`src/design/tmpd_pkg.sv`:
```
`timescale 1ns / 1ps

package tmpd_pkg;

  localparam int unsigned NumRegs   = 6;
  localparam int unsigned AddrWidth = 5;
  localparam int unsigned DataWidth = 32;
  localparam int unsigned MsWidth   = 16;
  localparam int unsigned TimeWidth = 32;

  typedef enum logic [1:0] {
    OP_TICK      = 2'd0,
    OP_SET_DIR   = 2'd1,
    OP_SET_SPEED = 2'd2,
    OP_STOP      = 2'd3
  } op_e;

  localparam logic [1:0] PHASE_OFF  = 2'd0;
  localparam logic [1:0] PHASE_HIGH = 2'd1;
  localparam logic [1:0] PHASE_LOW  = 2'd2;

  localparam logic [1:0] DIR_NONE = 2'd0;
  localparam logic [1:0] DIR_DOWN = 2'd2;
  localparam logic [1:0] DIR_BAD  = 2'd3;

  localparam logic [1:0] SPEED_IDLE = 2'd0;
  localparam logic [1:0] SPEED_FINE = 2'd1;
  localparam logic [1:0] SPEED_SLOW = 2'd2;
  localparam logic [1:0] SPEED_FAST = 2'd3;

  localparam logic [2:0] REG_FINE_ON  = 3'd0;
  localparam logic [2:0] REG_FINE_OFF = 3'd1;
  localparam logic [2:0] REG_SLOW_ON  = 3'd2;
  localparam logic [2:0] REG_SLOW_OFF = 3'd3;
  localparam logic [2:0] REG_FAST_ON  = 3'd4;
  localparam logic [2:0] REG_FAST_OFF = 3'd5;

  typedef struct packed {
    logic [MsWidth-1:0] fine_on;
    logic [MsWidth-1:0] fine_off;
    logic [MsWidth-1:0] slow_on;
    logic [MsWidth-1:0] slow_off;
    logic [MsWidth-1:0] fast_on;
    logic [MsWidth-1:0] fast_off;
  } cfg_t;

  typedef struct packed {
    logic [1:0]           operation;
    logic [1:0]           arg_value;
    logic [TimeWidth-1:0] now_ms;
  } cmd_t;

  typedef struct packed {
    logic       up_drive;
    logic       down_drive;
    logic       led_level;
    logic [1:0] phase_now;
    logic [1:0] direction_now;
    logic [1:0] speed_now;
  } result_t;

endpackage

```
`src/design/tmpd_cfg_regs.sv`:
```
`timescale 1ns / 1ps

module tmpd_cfg_regs (
  input  logic                                clk_i,
  input  logic                                rst_ni,
  input  logic                                psel,
  input  logic                                penable,
  input  logic                                pwrite,
  input  logic [tmpd_pkg::AddrWidth-1:0]      paddr,
  input  logic [tmpd_pkg::DataWidth-1:0]      pwdata,
  output logic [tmpd_pkg::DataWidth-1:0]      prdata,
  output logic                                pready,
  output tmpd_pkg::cfg_t                      cfg_o
);

  tmpd_pkg::cfg_t cfg_q, cfg_d;
  logic [2:0]     idx;
  logic [tmpd_pkg::MsWidth-1:0] wval;
  logic [tmpd_pkg::MsWidth-1:0] rval;

  assign idx    = paddr[4:2];
  assign wval   = pwdata[tmpd_pkg::MsWidth-1:0];
  assign pready = 1'b1;
  assign cfg_o  = cfg_q;

  always_comb begin
    cfg_d = cfg_q;
    if (psel && penable && pwrite) begin
      unique case (idx)
        tmpd_pkg::REG_FINE_ON:  cfg_d.fine_on  = wval;
        tmpd_pkg::REG_FINE_OFF: cfg_d.fine_off = wval;
        tmpd_pkg::REG_SLOW_ON:  cfg_d.slow_on  = wval;
        tmpd_pkg::REG_SLOW_OFF: cfg_d.slow_off = wval;
        tmpd_pkg::REG_FAST_ON:  cfg_d.fast_on  = wval;
        tmpd_pkg::REG_FAST_OFF: cfg_d.fast_off = wval;
        default: ;
      endcase
    end
  end

  always_comb begin
    unique case (idx)
      tmpd_pkg::REG_FINE_ON:  rval = cfg_q.fine_on;
      tmpd_pkg::REG_FINE_OFF: rval = cfg_q.fine_off;
      tmpd_pkg::REG_SLOW_ON:  rval = cfg_q.slow_on;
      tmpd_pkg::REG_SLOW_OFF: rval = cfg_q.slow_off;
      tmpd_pkg::REG_FAST_ON:  rval = cfg_q.fast_on;
      tmpd_pkg::REG_FAST_OFF: rval = cfg_q.fast_off;
      default:                rval = '0;
    endcase
  end

  assign prdata = {{(tmpd_pkg::DataWidth - tmpd_pkg::MsWidth){1'b0}}, rval};

  always_ff @(posedge clk_i or negedge rst_ni) begin
    if (!rst_ni) begin
      cfg_q <= '0;
    end else begin
      cfg_q <= cfg_d;
    end
  end

endmodule

```
`src/design/tmpd_core.sv`:
```
`timescale 1ns / 1ps

module tmpd_core (
  input  logic              clk_i,
  input  logic              rst_ni,
  input  logic              step_i,
  input  tmpd_pkg::cmd_t    cmd_i,
  input  tmpd_pkg::cfg_t    cfg_i,
  output tmpd_pkg::result_t res_o
);

  logic [1:0]                     dir_q, dir_d;
  logic [1:0]                     speed_q, speed_d;
  logic [1:0]                     phase_q, phase_d;
  logic                           is_down_q, is_down_d;
  logic [tmpd_pkg::MsWidth-1:0]   on_q, on_d;
  logic [tmpd_pkg::MsWidth-1:0]   off_q, off_d;
  logic [tmpd_pkg::TimeWidth-1:0] start_q, start_d;
  logic                           start_vld_q, start_vld_d;
  logic                           up_q, up_d;
  logic                           down_q, down_d;
  logic                           led_q, led_d;

  logic                           want_down;
  logic [tmpd_pkg::MsWidth-1:0]   sel_on, sel_off;
  logic [tmpd_pkg::TimeWidth-1:0] elapsed;

  assign want_down = (dir_q == tmpd_pkg::DIR_DOWN);

  always_comb begin
    unique case (speed_q)
      tmpd_pkg::SPEED_FINE: begin
        sel_on  = cfg_i.fine_on;
        sel_off = cfg_i.fine_off;
      end
      tmpd_pkg::SPEED_SLOW: begin
        sel_on  = cfg_i.slow_on;
        sel_off = cfg_i.slow_off;
      end
      default: begin
        sel_on  = cfg_i.fast_on;
        sel_off = cfg_i.fast_off;
      end
    endcase
  end

  always_comb begin
    dir_d       = dir_q;
    speed_d     = speed_q;
    phase_d     = phase_q;
    is_down_d   = is_down_q;
    on_d        = on_q;
    off_d       = off_q;
    start_d     = start_q;
    start_vld_d = start_vld_q;
    up_d        = up_q;
    down_d      = down_q;
    led_d       = led_q;
    elapsed     = '0;

    unique case (tmpd_pkg::op_e'(cmd_i.operation))
      tmpd_pkg::OP_TICK: begin
        if (speed_q == tmpd_pkg::SPEED_IDLE) begin
          up_d    = 1'b0;
          down_d  = 1'b0;
          led_d   = 1'b1;
          phase_d = tmpd_pkg::PHASE_OFF;
        end else if (phase_q == tmpd_pkg::PHASE_OFF || want_down != is_down_q ||
                     sel_on != on_q || sel_off != off_q) begin
          up_d        = 1'b0;
          down_d      = 1'b0;
          led_d       = 1'b1;
          is_down_d   = want_down;
          on_d        = sel_on;
          off_d       = sel_off;
          phase_d     = tmpd_pkg::PHASE_HIGH;
          start_vld_d = 1'b0;
        end

        if (phase_d != tmpd_pkg::PHASE_OFF) begin
          if (!start_vld_d) begin
            start_d     = cmd_i.now_ms;
            start_vld_d = 1'b1;
          end
          elapsed = cmd_i.now_ms - start_d;
          if (phase_d == tmpd_pkg::PHASE_HIGH) begin
            led_d = 1'b0;
            if (is_down_d) down_d = 1'b1;
            else           up_d   = 1'b1;
            if (elapsed >= {{(tmpd_pkg::TimeWidth - tmpd_pkg::MsWidth){1'b0}}, on_d}) begin
              if (off_d != '0) begin
                up_d    = 1'b0;
                down_d  = 1'b0;
                led_d   = 1'b1;
                phase_d = tmpd_pkg::PHASE_LOW;
              end
              start_vld_d = 1'b0;
            end
          end else begin
            led_d = 1'b1;
            if (is_down_d) down_d = 1'b0;
            else           up_d   = 1'b0;
            if (elapsed >= {{(tmpd_pkg::TimeWidth - tmpd_pkg::MsWidth){1'b0}}, off_d}) begin
              up_d        = 1'b0;
              down_d      = 1'b0;
              led_d       = 1'b1;
              phase_d     = tmpd_pkg::PHASE_HIGH;
              start_vld_d = 1'b0;
            end
          end
        end
      end
      tmpd_pkg::OP_SET_DIR: begin
        up_d        = 1'b0;
        down_d      = 1'b0;
        led_d       = 1'b1;
        phase_d     = tmpd_pkg::PHASE_OFF;
        start_vld_d = 1'b0;
        dir_d       = (cmd_i.arg_value == tmpd_pkg::DIR_BAD) ? tmpd_pkg::DIR_NONE
                                                             : cmd_i.arg_value;
      end
      tmpd_pkg::OP_SET_SPEED: begin
        speed_d = cmd_i.arg_value;
      end
      tmpd_pkg::OP_STOP: begin
        up_d    = 1'b0;
        down_d  = 1'b0;
        led_d   = 1'b1;
        speed_d = tmpd_pkg::SPEED_IDLE;
        dir_d   = tmpd_pkg::DIR_NONE;
        phase_d = tmpd_pkg::PHASE_OFF;
      end
      default: ;
    endcase
  end

  assign res_o.up_drive      = up_d;
  assign res_o.down_drive    = down_d;
  assign res_o.led_level     = led_d;
  assign res_o.phase_now     = phase_d;
  assign res_o.direction_now = dir_d;
  assign res_o.speed_now     = speed_d;

  always_ff @(posedge clk_i or negedge rst_ni) begin
    if (!rst_ni) begin
      dir_q       <= tmpd_pkg::DIR_NONE;
      speed_q     <= tmpd_pkg::SPEED_IDLE;
      phase_q     <= tmpd_pkg::PHASE_OFF;
      is_down_q   <= 1'b0;
      on_q        <= '0;
      off_q       <= '0;
      start_q     <= '0;
      start_vld_q <= 1'b0;
      up_q        <= 1'b0;
      down_q      <= 1'b0;
      led_q       <= 1'b1;
    end else if (step_i) begin
      dir_q       <= dir_d;
      speed_q     <= speed_d;
      phase_q     <= phase_d;
      is_down_q   <= is_down_d;
      on_q        <= on_d;
      off_q       <= off_d;
      start_q     <= start_d;
      start_vld_q <= start_vld_d;
      up_q        <= up_d;
      down_q      <= down_d;
      led_q       <= led_d;
    end
  end

endmodule

```
`src/design/tmpd_out_buf.sv`:
```
`timescale 1ns / 1ps

module tmpd_out_buf (
  input  logic              clk_i,
  input  logic              rst_ni,
  input  logic              push_i,
  input  tmpd_pkg::result_t data_i,
  output logic              full_o,
  output logic              pop_o,
  output logic              valid_o,
  input  logic              stall_i,
  output tmpd_pkg::result_t data_o
);

  tmpd_pkg::result_t mem_q [2];
  logic              wr_ptr_q, wr_ptr_d;
  logic              rd_ptr_q, rd_ptr_d;
  logic [1:0]        count_q, count_d;

  assign valid_o = (count_q != 2'd0);
  assign full_o  = (count_q == 2'd2);
  assign pop_o   = valid_o && !stall_i;
  assign data_o  = mem_q[rd_ptr_q];

  always_comb begin
    wr_ptr_d = push_i ? !wr_ptr_q : wr_ptr_q;
    rd_ptr_d = pop_o  ? !rd_ptr_q : rd_ptr_q;
    count_d  = count_q + {1'b0, push_i} - {1'b0, pop_o};
  end

  always_ff @(posedge clk_i) begin
    if (push_i) mem_q[wr_ptr_q] <= data_i;
  end

  always_ff @(posedge clk_i or negedge rst_ni) begin
    if (!rst_ni) begin
      wr_ptr_q <= 1'b0;
      rd_ptr_q <= 1'b0;
      count_q  <= 2'd0;
    end else begin
      wr_ptr_q <= wr_ptr_d;
      rd_ptr_q <= rd_ptr_d;
      count_q  <= count_d;
    end
  end

endmodule

```
`src/design/tuning_motor_pulse_driver_unit.sv`:
```
`timescale 1ns / 1ps
// Tuning motor pulse driver.
// Command channel: in_valid_i / in_stall_o with operation_i, arg_value_i and
// now_ms_i. A transfer takes place at a rising edge with valid high and stall
// low. Each command yields exactly one result on the out_valid_o /
// out_stall_i channel: pin levels, pulse phase, direction and speed.
// Timing registers sit on the APB port (byte address 4*i, 16 bits used);
// write them only while no command is in flight.
// A command is registered at its transfer, evaluated against the motor
// state once the result buffer has room or is being read, and then
// written to a two-entry result buffer, which offers its result.
// Throughput: one command per cycle while the receiver takes results.
// When the receiver stalls the buffer fills; after two held results plus one
// in the input register, in_stall_o rises until results are taken again.
// Reset: pins low, indicator high, phase disabled, speed idle, direction
// none, all timing registers zero, no results pending.
module tuning_motor_pulse_driver_unit (
  input  logic                               clk_i,
  input  logic                               rst_ni,
  input  logic                               in_valid_i,
  output logic                               in_stall_o,
  input  logic [1:0]                         operation_i,
  input  logic [1:0]                         arg_value_i,
  input  logic [tmpd_pkg::TimeWidth-1:0]     now_ms_i,
  output logic                               out_valid_o,
  input  logic                               out_stall_i,
  output logic                               up_drive_o,
  output logic                               down_drive_o,
  output logic                               led_level_o,
  output logic [1:0]                         phase_now_o,
  output logic [1:0]                         direction_now_o,
  output logic [1:0]                         speed_now_o,
  input  logic                               psel,
  input  logic                               penable,
  input  logic                               pwrite,
  input  logic [tmpd_pkg::AddrWidth-1:0]     paddr,
  input  logic [tmpd_pkg::DataWidth-1:0]     pwdata,
  output logic [tmpd_pkg::DataWidth-1:0]     prdata,
  output logic                               pready
);

  tmpd_pkg::cfg_t    cfg;
  tmpd_pkg::cmd_t    cmd_q;
  tmpd_pkg::result_t res;
  tmpd_pkg::result_t res_out;
  logic              cmd_vld_q;
  logic              advance;
  logic              in_take;
  logic              buf_full;
  logic              buf_pop;

  assign advance    = cmd_vld_q && (!buf_full || buf_pop);
  assign in_stall_o = cmd_vld_q && !advance;
  assign in_take    = in_valid_i && !in_stall_o;

  always_ff @(posedge clk_i or negedge rst_ni) begin
    if (!rst_ni) begin
      cmd_vld_q <= 1'b0;
    end else if (in_take || advance) begin
      cmd_vld_q <= in_take;
    end
  end

  always_ff @(posedge clk_i) begin
    if (in_take) begin
      cmd_q.operation <= operation_i;
      cmd_q.arg_value <= arg_value_i;
      cmd_q.now_ms    <= now_ms_i;
    end
  end

  tmpd_cfg_regs u_cfg (
    .clk_i   (clk_i),
    .rst_ni  (rst_ni),
    .psel    (psel),
    .penable (penable),
    .pwrite  (pwrite),
    .paddr   (paddr),
    .pwdata  (pwdata),
    .prdata  (prdata),
    .pready  (pready),
    .cfg_o   (cfg)
  );

  tmpd_core u_core (
    .clk_i  (clk_i),
    .rst_ni (rst_ni),
    .step_i (advance),
    .cmd_i  (cmd_q),
    .cfg_i  (cfg),
    .res_o  (res)
  );

  tmpd_out_buf u_buf (
    .clk_i   (clk_i),
    .rst_ni  (rst_ni),
    .push_i  (advance),
    .data_i  (res),
    .full_o  (buf_full),
    .pop_o   (buf_pop),
    .valid_o (out_valid_o),
    .stall_i (out_stall_i),
    .data_o  (res_out)
  );

  assign up_drive_o      = res_out.up_drive;
  assign down_drive_o    = res_out.down_drive;
  assign led_level_o     = res_out.led_level;
  assign phase_now_o     = res_out.phase_now;
  assign direction_now_o = res_out.direction_now;
  assign speed_now_o     = res_out.speed_now;

endmodule
```
`config.mk`:
```
export PLATFORM = sky130hd
export DESIGN_NAME = tuning_motor_pulse_driver_unit
export DESIGN_NICKNAME = d
export VERILOG_FILES = /design/src/design/tmpd_pkg.sv /design/src/design/tmpd_cfg_regs.sv /design/src/design/tmpd_core.sv /design/src/design/tmpd_out_buf.sv /design/src/design/tuning_motor_pulse_driver_unit.sv
export SDC_FILE = /design/constraint.sdc
export NUM_CORES = 1
export LEC_CHECK = 0
export ABC_CLOCK_PERIOD_IN_PS = 19900
export BUFFER_PORTS_ARGS = -buffer_cell sky130_fd_sc_hd__buf_2
export CORE_ASPECT_RATIO = 2
export CORE_MARGIN = 8
export CORE_UTILIZATION = 40
export DETAILED_ROUTE_END_ITERATION = 8
export HOLD_SLACK_MARGIN = 0.02
export SLEW_MARGIN = 20
export SYNTH_ARGS = -nofsm -noshare
export SYNTH_HDL_FRONTEND = slang
export SYNTH_SLANG_ARGS = --single-unit
```
`constraint.sdc`:
```
create_clock -name clk_i -period 19.9 [get_ports clk_i]
set_clock_uncertainty 0.1 [all_clocks]
set_input_delay 2.985 -clock clk_i [delete_from_list [all_inputs] [get_ports clk_i]]
set_output_delay 2.985 -clock clk_i [all_outputs]
set_load 0.02 [all_outputs]
```
==> metrics.csv <==
stage;metric;value;unit
power_and_ir_drop;peak supply drop;0.00008968;V
clock_network;post-CTS resize count;0;
finish;register area;6027;um^2
timing;setup ws final;11340;ps
drt;Via density;5.827;
yosys;simple-gate share of the synthesized area;11.33;%
yosys;EDFF count, synth;54;
yosys;Ys Warns;0;
die;Die Span X;149.7;um
clock_network;CTS Buf Count;23;
timing;Final Hold Fails;0;
global_routing;first-pass GRT wire length;64170;um
setup_path;worst endpoint data arrival time;8740;ps
power_and_ir_drop;leakage power;6.840;nW
yosys;Post-Synthesis Cells;1407;
yosys;most common cell in the netlist;dfrtp_1;
die;Die Area;42410;um^2
yosys;area share of the largest cell type after synthesis;30.64;%
yosys;top cell type by total area after synthesis;dfrtp_1;
yosys;mux share of post-synthesis cell area;11.76;%
global_routing;initial antenna violation count;1;
clock_network;Clock Sinks;230;
placement;dpl ws;11480;ps
timing;worst hold slack;378.0;ps
yosys;Synth Cell Area;14290;um^2
clock_network;CTS tree;done;
yosys;post-synthesis compound-gate area fraction;21.01;%
timing;minimum clock period;8563;ps
drt;Routed WL per cell;20.82;um
clock_network;H-tree depth;1;
setup_path;most used cell, CP;o21ai_0;
finish;design area;15830;um^2
setup_path;crit path max-delay cell type;buf_4;
die;initial core utilization;40.34;%
flow_run;max cap viols;0;
yosys;syn_area_per_cell;10.16;um^2
clock_network;Clk Latency, worst-skew pair;540;ps
drt;Post-Route WL;40140;um
run_status;outcome;finished, final reports clean;
setup_path;required time of the critical path;20080;ps
clock_network;CTS clk-pin slew, worst paths;70;ps
timing;Slew Viols, Final;0;
power_and_ir_drop;power per cell area;159.2;nW/um^2
finish;area grow syn2layout;10.77;%
placement;PortBufs;88;
die;die height;283.3;um
global_routing;vias in the first global route;11530;
yosys;main combinational cell family by area after synthesis;compound AO/OA/AOI/OAI gates;
setup_path;WS Path Type;register to register;
clock_network;Post-CTS Hold Fix Bufs;0;
global_routing;largest net degree at the start of global routing;81;
setup_path;cell family with the largest share of critical-path delay;compound AO/OA/AOI/OAI gates;
yosys;sequential share of the synthesized area;42.17;%
setup_path;crit path buf inv count;3;
placement;routability cong.;0.8876;
setup_path;critical path startpoint category;register;
yosys;Synth Area in Adders;5.970;%
finish;proportion of layout cells with a drive suffix above 1;19.63;%
placement;placed cell area;15090;um^2
worst_hold_path;path type of the worst min-delay path;register to register;
clock_network;postcts setup bufs;0;
drt;drt drc;0;
setup_path;Worst Setup End Kind;register;
drt;Pre-antenna DRT Iters;6;
setup_path;crit-path max cell delay;600;ps
global_routing;all-layer global routing usage;18.75;%
drt;Detailed Route Iter0 Violations;796;
finish;filler instances;3413;
yosys;top post-synthesis cells by area;dfrtp_1 (31%), edfxtp_1 (11%), mux2_2 (8.7%);
timing;unrepaired setup endpoints after global routing;no;
clock_network;Clock Path Buffers;3;
finish;area of the multi-input gates;7801;um^2
yosys;Synth async-reset ratio;76.52;%
drt;antenna-violating nets left;0;
finish;nets@finish;1607;
die;num rows;98;
yosys;Synth cell types;87;
timing;fmax;116.8;MHz
yosys;Commonest cells post-synth;dfrtp_1 (175), nand2_1 (114), mux2_2 (111), o21ai_0 (95), nor2_1 (77);
placement;Placed Cells;1886;
yosys;xor-xnor portion of the synthesized cell area;3.493;%
timing;endpoints failing setup;0;
yosys;number of synthesized register bits;230;
global_routing;GRT Residual Overflow;0;
timing;Worst Tran Pin Value;1170;ps
timing;crit share post-route;43.03;%
finish;fin cells;1928;
die;top-level I/O count;124;
placement;final HPWL from detailed placement;28870;um
drt;via count;11230;
yosys;Main synth FF type;dfrtp_1;
timing;Slew HR;21.93;%
clock_network;root buffer cell;clkbuf_16;
timing;setup_tns;0;ps
setup_path;crit path max fanout;80;
die;core area;35440;um^2
[worst reg2reg max path, delay by kind of cell (launching register included)]
kind / cells / cell delay [ps]
fa+ha+maj: 4 / 980
simple gates: 9 / 1660
compound gates: 15 / 3720
xor+xnor: 1 / 350
buf+inv: 3 / 1100
flops: 1 / 370
[layout by cell type, fill, tap and decap left out, types with 18 or more instances in the layout]
cell type,instances
a21o_1,39
xnor2_1,39
a211oi_1,29
mux2_2,111
a21oi_1,71
o21ai_0,95
a22oi_1,76
mux2i_1,43
nand3_1,32
ha_1,64
nor2_1,74
buf_2,87
dfrtp_1,175
clkbuf_16,23
inv_1,46
xor2_1,18
nand2_1,113
edfxtp_1,54
[state kept, by name, summed over array words and instances, names as in the netlist]
| signal | flops |
|---|---|
| cmd_q | 36 |
| cmd_vld_q | 1 |
| u_buf.count_q | 2 |
| u_buf.mem_q | 18 |
| u_buf.rd_ptr_q | 1 |
| u_buf.wr_ptr_q | 1 |
| u_cfg.cfg_o | 96 |
| u_core.dir_q | 2 |
| u_core.down_q | 1 |
| u_core.is_down_q | 1 |
| u_core.led_q | 1 |
| u_core.off_q | 16 |
| u_core.on_q | 16 |
| u_core.phase_q | 2 |
| u_core.speed_q | 2 |
| u_core.start_q | 32 |
| u_core.start_vld_q | 1 |
| u_core.up_q | 1 |
[where the power goes]
group / internal (mW) / switching, mW / leakage (nW)
Clock: 0.241 / 0.192 / 0.346
Sequential: 0.614 / 0.120 / 2.76
Combinational: 0.542 / 0.812 / 3.74
[routing by layer]
layer  routed length [um]  global-route usage, %  up-vias
li1                     -                      -     5332
met1                16980                  23.03     5504
met2                20120                  32.36      314
met3                 1766                  2.491       84
met4                 1262                  7.234        0
met5                    0                      0        -
[per-stage QoR]
| step | total power [mW] | util, % |
|---|---|---|
| 3_3_place_gp | 2.045 | 42.59 |
| 4_1_cts | 2.531 | 44.63 |
| 6_report | 2.520 | 44.68 |
| 2_1_floorplan | 1.722 | - |
| 5_1_grt | 2.713 | 44.68 |
| 3_5_place_dp | 2.083 | 42.59 |
[cell families (layout without fill, tap and decap cells)]
group           count (synthesis)  in the layout
fa+ha+maj                      68             68
mux                           154            154
xor+xnor                       57             57
buf+inv                       133            188
simple gates                  338            338
flops                         230            230
compound gates                425            425
other cells                     2             18
[cell type report]
cell class,count,share of cell area (%)
multi-input combinational,1059,49.27
sequential,230,38.07
clock buffer,30,3.801
tap,450,3.556
timing repair buffer,101,3.438
inverter,46,1.091
clock inverter,11,0.7587
antenna,1,0.01581
[path summary, 6_finish.rpt]
| path | startpoint | slack (ps) | end | depth (start not counted) |
|---|---|---|---|---|
| setup reg to reg | u_core.speed_q[1]$_DFFE_PN0P_ | 11340 | u_buf.mem_q[1][7]$_DFFE_PP_ | 32 |
| min in group asynchronous | rst_ni | 2290 | u_cfg.cfg_o[59]$_DFFE_PN0P_ | 1 |
| setup / recovery | u_core.speed_q[1]$_DFFE_PN0P_ | 11340 | u_buf.mem_q[1][7]$_DFFE_PP_ | 32 |
| max in group asynchronous | rst_ni | 15320 | u_core.phase_q[0]$_DFFE_PN0P_ | 3 |
| hold reg to reg | u_core.start_q[15]$_DFFE_PN0P_ | 380 | u_core.start_q[15]$_DFFE_PN0P_ | 2 |
| hold / removal | u_core.start_q[15]$_DFFE_PN0P_ | 380 | u_core.start_q[15]$_DFFE_PN0P_ | 2 |
(Power assumes the default switching activity.)
